==> src/hdl/tdtwp_pkg.sv <==
// ----------------------------------------------------------------------------
// Turn-drive-turn planner package
// Shared constants, codes, types and the CORDIC arctangent table.
// ----------------------------------------------------------------------------
package tdtwp_pkg;

  localparam int SEGMENTS         = 3;
  localparam int CORDIC_STEPS_DEF = 16;
  localparam int ATAN_LEN         = 24;
  localparam int ATAN_IW          = 5;

  localparam int XW = 62;
  localparam int ZW = 36;

  localparam logic [2:0] ACT_GOAL  = 3'd0;
  localparam logic [2:0] ACT_POSE  = 3'd1;
  localparam logic [2:0] ACT_TICK  = 3'd2;
  localparam logic [2:0] ACT_DONE  = 3'd3;
  localparam logic [2:0] ACT_CLEAR = 3'd4;

  localparam logic [1:0] KIND_GOAL     = 2'd0;
  localparam logic [1:0] KIND_WAYPOINT = 2'd1;
  localparam logic [1:0] KIND_FINISHED = 2'd2;

  localparam logic       CFG_POS_MODE = 1'b0;
  localparam logic       CFG_DEADBAND = 1'b1;

  localparam logic signed [17:0]   ANG_PI_Q13  = 18'sd25736;
  localparam logic signed [17:0]   ANG_2PI_Q13 = 18'sd51472;
  localparam logic signed [ZW-1:0] HALF_PI_Q30 = 36'sd1686629713;
  localparam logic signed [ZW-1:0] PI_Q30      = 36'sd3373259426;
  localparam logic signed [ZW-1:0] TWO_PI_Q30  = 36'sd6746518852;
  localparam logic signed [XW-1:0] GAIN_Q30    = 62'sd652032874;

  typedef enum logic [3:0] {
    ST_IDLE, ST_ROT, ST_MIX, ST_GOAL, ST_TICK, ST_ATAN, ST_WRAP, ST_PLAN, ST_EMIT
  } state_t;

  typedef struct packed {
    logic start;
    logic vectoring;
  } cordic_req_t;

  typedef struct packed {
    logic busy;
    logic done;
  } cordic_sts_t;

  function automatic logic signed [ZW-1:0] atan_q30(input logic [ATAN_IW-1:0] idx);
    logic signed [ZW-1:0] v;
    case (idx)
      5'd0:  v = 36'sd843314856;
      5'd1:  v = 36'sd497837829;
      5'd2:  v = 36'sd263043836;
      5'd3:  v = 36'sd133525158;
      5'd4:  v = 36'sd67021686;
      5'd5:  v = 36'sd33543515;
      5'd6:  v = 36'sd16775850;
      5'd7:  v = 36'sd8388437;
      5'd8:  v = 36'sd4194282;
      5'd9:  v = 36'sd2097149;
      5'd10: v = 36'sd1048575;
      5'd11: v = 36'sd524287;
      5'd12: v = 36'sd262143;
      5'd13: v = 36'sd131071;
      5'd14: v = 36'sd65535;
      5'd15: v = 36'sd32767;
      5'd16: v = 36'sd16383;
      5'd17: v = 36'sd8191;
      5'd18: v = 36'sd4095;
      5'd19: v = 36'sd2047;
      5'd20: v = 36'sd1023;
      5'd21: v = 36'sd511;
      5'd22: v = 36'sd255;
      5'd23: v = 36'sd127;
      default: v = '0;
    endcase
    return v;
  endfunction

endpackage

==> src/hdl/tdtwp_cordic.sv <==
// ----------------------------------------------------------------------------
// Iterative CORDIC unit
// One micro-rotation per cycle; rotation mode gives sin/cos, vectoring mode
// gives atan2. Results hold until the next start.
// ----------------------------------------------------------------------------
module tdtwp_cordic #(
  parameter int CORDIC_STEPS = tdtwp_pkg::CORDIC_STEPS_DEF
) (
  input  logic                                 clk,
  input  logic                                 rst_n,
  input  tdtwp_pkg::cordic_req_t               req,
  input  logic signed [tdtwp_pkg::ZW-1:0]      angle,
  input  logic signed [32:0]                   vec_x,
  input  logic signed [32:0]                   vec_y,
  output tdtwp_pkg::cordic_sts_t               sts,
  output logic signed [31:0]                   sin_q30,
  output logic signed [31:0]                   cos_q30,
  output logic signed [tdtwp_pkg::ZW-1:0]      angle_q30
);

  localparam int CW = (CORDIC_STEPS > 1) ? $clog2(CORDIC_STEPS) : 1;

  logic signed [tdtwp_pkg::XW-1:0] x_r, x_nxt, y_r, y_nxt;
  logic signed [tdtwp_pkg::ZW-1:0] z_r, z_nxt;
  logic [CW-1:0]                   cnt_r;
  logic                            busy_r, done_r, neg_r, vec_r;
  logic signed [tdtwp_pkg::XW-1:0] xs, ys, vx_w, vy_w;
  logic signed [tdtwp_pkg::ZW-1:0] at;
  logic [tdtwp_pkg::ATAN_IW-1:0]   idx;
  logic                            up;

  assign idx  = tdtwp_pkg::ATAN_IW'(cnt_r);
  assign at   = tdtwp_pkg::atan_q30(idx);
  assign xs   = x_r >>> idx;
  assign ys   = y_r >>> idx;
  assign up   = vec_r ? !(y_r > 0) : (z_r >= 0);
  assign vx_w = {{(tdtwp_pkg::XW-57){vec_x[32]}}, vec_x, 24'd0};
  assign vy_w = {{(tdtwp_pkg::XW-57){vec_y[32]}}, vec_y, 24'd0};

  always_comb begin
    if (up) begin
      x_nxt = x_r - ys;
      y_nxt = y_r + xs;
      z_nxt = z_r - at;
    end else begin
      x_nxt = x_r + ys;
      y_nxt = y_r - xs;
      z_nxt = z_r + at;
    end
  end

  always_ff @(posedge clk) begin
    if (!rst_n) begin
      busy_r <= 1'b0;
      done_r <= 1'b0;
      cnt_r  <= '0;
    end else begin
      done_r <= 1'b0;
      if (req.start) begin
        busy_r <= 1'b1;
        cnt_r  <= '0;
      end else if (busy_r) begin
        if (cnt_r == CW'(CORDIC_STEPS - 1)) begin
          busy_r <= 1'b0;
          done_r <= 1'b1;
        end else begin
          cnt_r <= cnt_r + 1'b1;
        end
      end
    end
  end

  always_ff @(posedge clk) begin
    if (req.start) begin
      vec_r <= req.vectoring;
      neg_r <= 1'b0;
      if (req.vectoring) begin
        if (vec_x < 0) begin
          x_r <= -vx_w;
          y_r <= -vy_w;
          z_r <= (vec_y >= 0) ? tdtwp_pkg::PI_Q30 : -tdtwp_pkg::PI_Q30;
        end else begin
          x_r <= vx_w;
          y_r <= vy_w;
          z_r <= '0;
        end
      end else begin
        x_r <= tdtwp_pkg::GAIN_Q30;
        y_r <= '0;
        if (angle > tdtwp_pkg::HALF_PI_Q30) begin
          z_r   <= angle - tdtwp_pkg::PI_Q30;
          neg_r <= 1'b1;
        end else if (angle < -tdtwp_pkg::HALF_PI_Q30) begin
          z_r   <= angle + tdtwp_pkg::PI_Q30;
          neg_r <= 1'b1;
        end else begin
          z_r <= angle;
        end
      end
    end else if (busy_r) begin
      x_r <= x_nxt;
      y_r <= y_nxt;
      z_r <= z_nxt;
    end
  end

  assign sts.busy  = busy_r;
  assign sts.done  = done_r;
  assign sin_q30   = neg_r ? 32'(-y_r) : 32'(y_r);
  assign cos_q30   = neg_r ? 32'(-x_r) : 32'(x_r);
  assign angle_q30 = z_r;

endmodule

==> config.mk <==
export PLATFORM = sky130hd
export DESIGN_NAME = tdtwp_cordic
export DESIGN_NICKNAME = d
export VERILOG_FILES = /design/src/hdl/tdtwp_pkg.sv /design/src/hdl/tdtwp_cordic.sv
export SDC_FILE = /design/constraint.sdc
export NUM_CORES = 2
export LEC_CHECK = 0
export BUFFER_PORTS_ARGS = -buffer_cell sky130_fd_sc_hd__buf_4
export CORE_MARGIN = 2
export CORE_UTILIZATION = 55
export CTS_CLUSTER_SIZE = 10
export DETAILED_ROUTE_END_ITERATION = 6
export PLACE_DENSITY = 0.76
export SLEW_MARGIN = 25
export SYNTH_ARGS = -nofsm -noshare
export SYNTH_HDL_FRONTEND = slang
export SYNTH_SLANG_ARGS = --single-unit
==> constraint.sdc <==
create_clock -name clk -period 8.5 [get_ports clk]
set_clock_uncertainty 0.05 [all_clocks]
set_input_delay 1.7 -clock clk [delete_from_list [all_inputs] [get_ports clk]]
set_output_delay 1.7 -clock clk [all_outputs]
set_load 0.05 [all_outputs]
Word-level counts from Yosys, hierarchy flattened
Memories as Yosys holds them, arrays and structs flattened. A register that Yosys moved wholly into a read port is not among the register bits.
Cells that the tools add are included.
W data, S select, Z words.

word-level totals
  bits in registers = 168
  ROM bits = 960
  input bits = 106
  output and inout port bits = 102
  logic and storage cells = 68
  memories kept = 1

cells by class
  add/subtract/negate cells = 13
  order comparisons = 6
  equal/unequal tests = 1
  shift-type cells = 2
  muxes and demuxes = 29
  bitwise logic cells = 3
  reduce and logical (&&, ||, !) cells = 5

memory list
  name              words  width  read ports  clocked after Yosys merged registers in  write ports  line             RTL
  (name not given)  32     30     1           1                                        0            tdtwp_pkg.sv:51  case (idx)

operators by type and width
  kind                      count
  $mux W62                  10
  $mux W36                  8
  $add A62 B62 Y62          2
  $neg A57 Y62              2
  $sshr A62 B4 Y62          2
  $sub A62 B62 Y62          2
  $mux W32                  2
  $neg A32 Y32              2
  $gt A62 B1 Y1 const B     1
  $add A36 B33 Y36 const B  1
  $add A36 B36 Y36          1
  $ge A36 B1 Y1 const B     1
  $gt A36 B32 Y1 const B    1
  $lt A36 B32 Y1 const B    1
  $sub A36 B33 Y36 const B  1
  $sub A36 B36 Y36          1
  $ge A33 B1 Y1 const B     1
  $lt A33 B1 Y1 const B     1
  $mux W5                   2
  $mux W1                   7
  $add A4 B1 Y4 const B     1
  $eq A4 B4 Y1 const B      1
  $not A1 Y1                3
  $reduce_or A3 Y1          1
  4 further kinds           4

Logic depth before layout (Yosys ltp)
  depth after elaboration = 6
  mapped depth = 34
  mapped depth without buffers = 27

Worst setup path after synthesis
No wires, ideal clock.

  path type = reg2reg
  from = reg cnt_r[3]
  to = reg x_r[52] (netlist name) (data pin)
  library setup time = 271 ps
  arrival time = 7249 ps
  data required time = 8179 ps
  slack = 930 ps
  stages on the path, launching flop included = 33
  buffers on the path = 11
  period minus slack after synthesis = 7570 ps
  cells stage by stage = dfxtp_1 > clkbuf_1 > clkbuf_1 > clkbuf_1 > clkbuf_1 > clkbuf_1 > clkbuf_1 > clkbuf_1 > clkbuf_1 > clkbuf_1 > nand2_1 > o21ai_0 > ha_1 > nand3_1 > or2_2 > clkbuf_1 > nor2b_1 > nand2_1 > nor3b_1 > a21oi_1 > xnor2_1 > ha_1 > clkbuf_1 > nand3_1 > or3_1 > nor2_1 > o21ai_0 > a41oi_1 > a211oi_1 > o21ai_0 > a41oi_1 > xor2_1 > o22ai_1

between the ends
  longest elaborated chain between the ends = 5
  elaborated cells between the ends (all ways) = 6
  classes of those cells = add/sub (2); shift (1); mux (3)

RTL lines
  item                                                  line                                    RTL
  from (decl)                                           tdtwp_cordic.sv:25                      logic [CW-1:0] cnt_r;
  from (signal assigned)                                tdtwp_cordic.sv:67                      cnt_r <= cnt_r + 1'b1;
  $sshr A62 B4 Y62 (*)                                  tdtwp_cordic.sv:35                      assign ys = y_r >>> idx;
  $add A62 B62 Y62 or $sub A62 B62 Y62 (tied branches)  tdtwp_cordic.sv:46, tdtwp_cordic.sv:42
  $mux W62 (*)                                          tdtwp_cordic.sv:41                      if (up) begin
  $mux W62 (*)                                          tdtwp_cordic.sv:100                     end else if (busy_r) begin
  $mux W62 (*)                                          tdtwp_cordic.sv:74                      if (req.start) begin
  to (signal assigned)                                  tdtwp_cordic.sv:79                      x_r <= -vx_w;
  to (signal assigned)                                  tdtwp_cordic.sv:83                      x_r <= vx_w;
  to (signal assigned)                                  tdtwp_cordic.sv:101                     x_r <= x_nxt;
  to (decl)                                             tdtwp_cordic.sv:23                      logic signed [tdtwp_pkg::XW-1:0] x_r, x_nxt, y_r, y_nxt;

Mark *: on every way between the ends. The rest lies on a longest branch, timed or not. The select of a mux whose other input is x is not followed.
A chain may end at the register's enable or synchronous reset.

Worst setup path in the final report
  from = reg cnt_r[1]
  to = reg x_r[57] (netlist name) (data pin)

The elaborated chain is that of the path after synthesis.

==> summary.json <==
{
  "fp.dieArea_sq_um": 57900,
  "synth.ff_latch_count": 197,
  "grt_first_pass_wirelength_mm": 165,
  "syn_nets": 4091,
  "timing.final.setup_violations": 0,
  "yosysWarnings": 0,
  "core_area_sq_um": 55200,
  "routed_wl_mm": 109,
  "synth.yosys.seq_area_share": 0.181,
  "layout_min_cycle_time_ns": 8.04,
  "min_to": "done_r$_SDFF_PP0_",
  "detailedPlacementHpwl_mm": 84.9,
  "worstReg2RegStart": "cnt_r[1]$_SDFFE_PP0P_",
  "timing.setup.tns_ns": 0,
  "post_cts_hold_fix_bufs": 0,
  "grt_antenna_before_repair": 1,
  "io_pins": 208,
  "worst_hold_path_type": "reg -> reg",
  "finalNetCount": 4112,
  "min_from": "busy_r$_SDFF_PN0_",
  "grt_setup_unrepaired": "false",
  "cts-root-buf": "clkbuf_16",
  "clock.fmax_ghz": 0.124,
  "route.detailed.drc": 0,
  "mean_syn_cell_area_sq_um": 8.10,
  "startpoint_type": "flip-flop",
  "initialDrtViolationCount": 3969,
  "critical_path_class": "reg -> reg",
  "firstDrtPassIters": 6,
  "global_route.usage.met3": 0.0981,
  "bufs_on_longest_clock_path": 2,
  "tritoncts_clock_tree": "built",
  "timing.final.hold_violations": 0,
  "htree_depth": 4,
  "numCtsBuffers": 17,
  "post_drt_wl_per_cell_microns": 23.9,
  "postRouteAntennaNets": 0,
  "gr-total-overflow": 0,
  "globalRouteTotalUtil": 0.371,
  "syn2layout_area_growth_pct": 8.01,
  "num_rows": 86,
  "worstPathRequired_ns": 8.68,
  "port-buffer-count": 207,
  "clock-sinks": 197,
  "post-route-period-util": 0.945,
  "worstPathMaxFanout": 54,
  "ff2ff_path_depth": 23,
  "drive_above_1_share": 0.137,
  "run_status": "finished clean",
  "synth_enable_flop_cells": 162,
  "synth-main-ff-cell": "edfxtp_1",
  "vias_per_cell": 6.70,
  "regToRegEndpoint": "x_r[57]$_DFFE_PP_",
  "global_routing_usage_on_met1": 0.513,
  "insertion_delay_ns": 0.51,
  "initial_cell_density_of_the_core": 0.558,
  "mappedNetlistArea_sq_um": 30800,
  "postSynth.asyncResetShare": 0,
  "clock_pin_slew_reported_for_the_worst_setup_and_hold_paths_after_clock_tree_synthesis_ns": 0.08,
  "crit_path_end_kind": "flip-flop",
  "synthDistinctLibCells": 91,
  "place.gp.congestion": 1.08,
  "r2r_setup_slack_ns": 0.46,
  "timing.final.ws_setup_ns": 0.464,
  "grt_pass1_vias": 27600,
  "synthesis.instances": 3800,
  "grt_start_max_net_pins": 75,
  "max_slew.worst_pin.slew_ns": 1.09,
  "die_extent_in_y_microns": 241,
  "cp_data_arrival_time_ns": 8.22,
  "grtUsageMet2": 0.547,
  "dp_slack_ns": 0.350,
  "slew_headroom": 0.270,
  "vias": 30700,
  "hold_path_depth": 2,
  "highest_utilization_routing_layer_at_the_global_route_stage": "met2",
  "timing.final.max_slew_violations": 0,
  "count_of_max_cap_constraint_violations": 0,
  "die_x_microns": 241
}
## worst max path at each step
stage	startpoint	to	slack, ns	depth (start not counted)
floorplan	cnt_r[3]$_SDFFE_PP0P_	x_r[52]$_DFFE_PP_	0.93	32
global placement	cnt_r[1]$_SDFFE_PP0P_	x_r[57]$_DFFE_PP_	0.21	23
global route	cnt_r[0]$_SDFFE_PP0P_	y_r[58]$_DFFE_PP_	0.10	23
detailed placement	cnt_r[1]$_SDFFE_PP0P_	x_r[55]$_DFFE_PP_	0.35	23
CTS	cnt_r[1]$_SDFFE_PP0P_	x_r[53]$_DFFE_PP_	0.32	23
finish	cnt_r[1]$_SDFFE_PP0P_	x_r[57]$_DFFE_PP_	0.46	23
## cell type report
type                    count  area (sq um)
clock buffers              19           464
flip-flops and latches    197          5580
multi-input cells        3261         23800
diodes                      1          2.50
inverters                  80           302
well taps                 748           936
repair buffers            264          2010
fillers                  5115         22000
clock inverters            13           149
## state kept, by name, summed over array words and instances, names as in the netlist
name / cells
angle_q30: 36
at: 29
busy_r: 1
cnt_r: 4
done_r: 1
neg_r: 1
vec_r: 1
x_r: 62
y_r: 62
## kinds of logic (layout without fill, tap and decap cells)
family / count (synthesis) / after routing / share of synthesized area
xor+xnor: 440 / 440 / 0.126
mux: 340 / 340 / 0.156
other cells: 0 / 1 / 0
compound gates: 1151 / 1151 / 0.239
flops: 197 / 197 / 0.181
buf+inv: 342 / 376 / 0.0465
fa+ha+maj: 185 / 185 / 0.0759
simple gates: 1145 / 1145 / 0.176
## critical path: stages (launching register included)
cell and delay [ns]:
dfxtp_4 0.72, buf_4 0.70, mux2_2 0.43, mux2i_1 0.20
o21ai_0 0.16, mux2i_1 0.34, nand4_1 0.28, or4_1 0.81
nor3_2 0.33, o21ai_0 0.14, nand2_1 0.10, xnor2_1 0.07
ha_1 0.26, a21o_1 0.19, a21o_1 0.18, a2111oi_1 0.89
o2111ai_1 0.28, a211o_1 0.41, nand4b_1 0.13, nand3b_1 0.11
a21oi_1 0.50, o21ai_0 0.22, xnor2_1 0.16, nor2_1 0.05
## metrics by stage
step | instances | hold WS, ns | instance area [sq um] | util
2_1_floorplan | 3800 | 0.415 | 30800 | -
3_3_place_gp | 4549 | 0.548 | 32600 | 0.591
3_5_place_dp | 4549 | 0.547 | 32600 | 0.591
4_1_cts | 4581 | 0.559 | 33200 | 0.602
5_1_grt | 4582 | 0.583 | 33200 | 0.602
6_report | 4583 | 0.570 | 33200 | 0.602
## Yosys cell counts, types with 36 or more instances
cell type / instances / share of area
ha_1: 182 / 0.074
a31oi_1: 61 / 0.012
a21oi_1: 268 / 0.044
o31ai_1: 61 / 0.015
mux4_2: 103 / 0.075
or3_1: 40 / 0.0081
xor2_1: 212 / 0.060
mux2i_1: 151 / 0.049
edfxtp_1: 162 / 0.16
nor3_1: 67 / 0.011
inv_1: 77 / 0.0094
o22ai_1: 82 / 0.017
o211ai_1: 36 / 0.0088
mux2_2: 76 / 0.028
o21ai_0: 264 / 0.043
nor2_1: 249 / 0.030
xnor2_1: 227 / 0.065
nand3_1: 86 / 0.014
clkbuf_1: 194 / 0.024
a21o_1: 102 / 0.025
nand2_1: 425 / 0.052
## cell usage in the layout (no fill, tap or decap), types with 34 or more instances in the layout
cell type / instances
nor2_1: 249
nand2_1: 424
a31oi_1: 61
nand3_1: 86
o22ai_1: 82
o21ai_0: 264
nand2b_1: 34
mux2i_1: 151
o31ai_1: 61
nor3_1: 67
inv_1: 77
a21o_1: 101
mux2_2: 76
or3_1: 40
o211ai_1: 36
and3_1: 35
edfxtp_1: 162
buf_4: 261
a21oi_1: 267
xnor2_1: 227
xor2_1: 212
mux4_2: 103
ha_1: 182
nand4_1: 35
nor2b_1: 35
## what timing repair did
item,4_1_cts,5_1_grt
gates resized for setup,0,0
buffers inserted,0,1
setup endpoints to repair,0,7
## layer usage
metal	vias to the layer above	wire length (microns)
met3	206	12100
met4	0	4770
li1	14300	-
met2	1564	46500
met1	14600	46100
met5	-	0
Power is not shown: default switching activity piles up to over one toggle a cycle in this logic, so the estimate is an artifact.
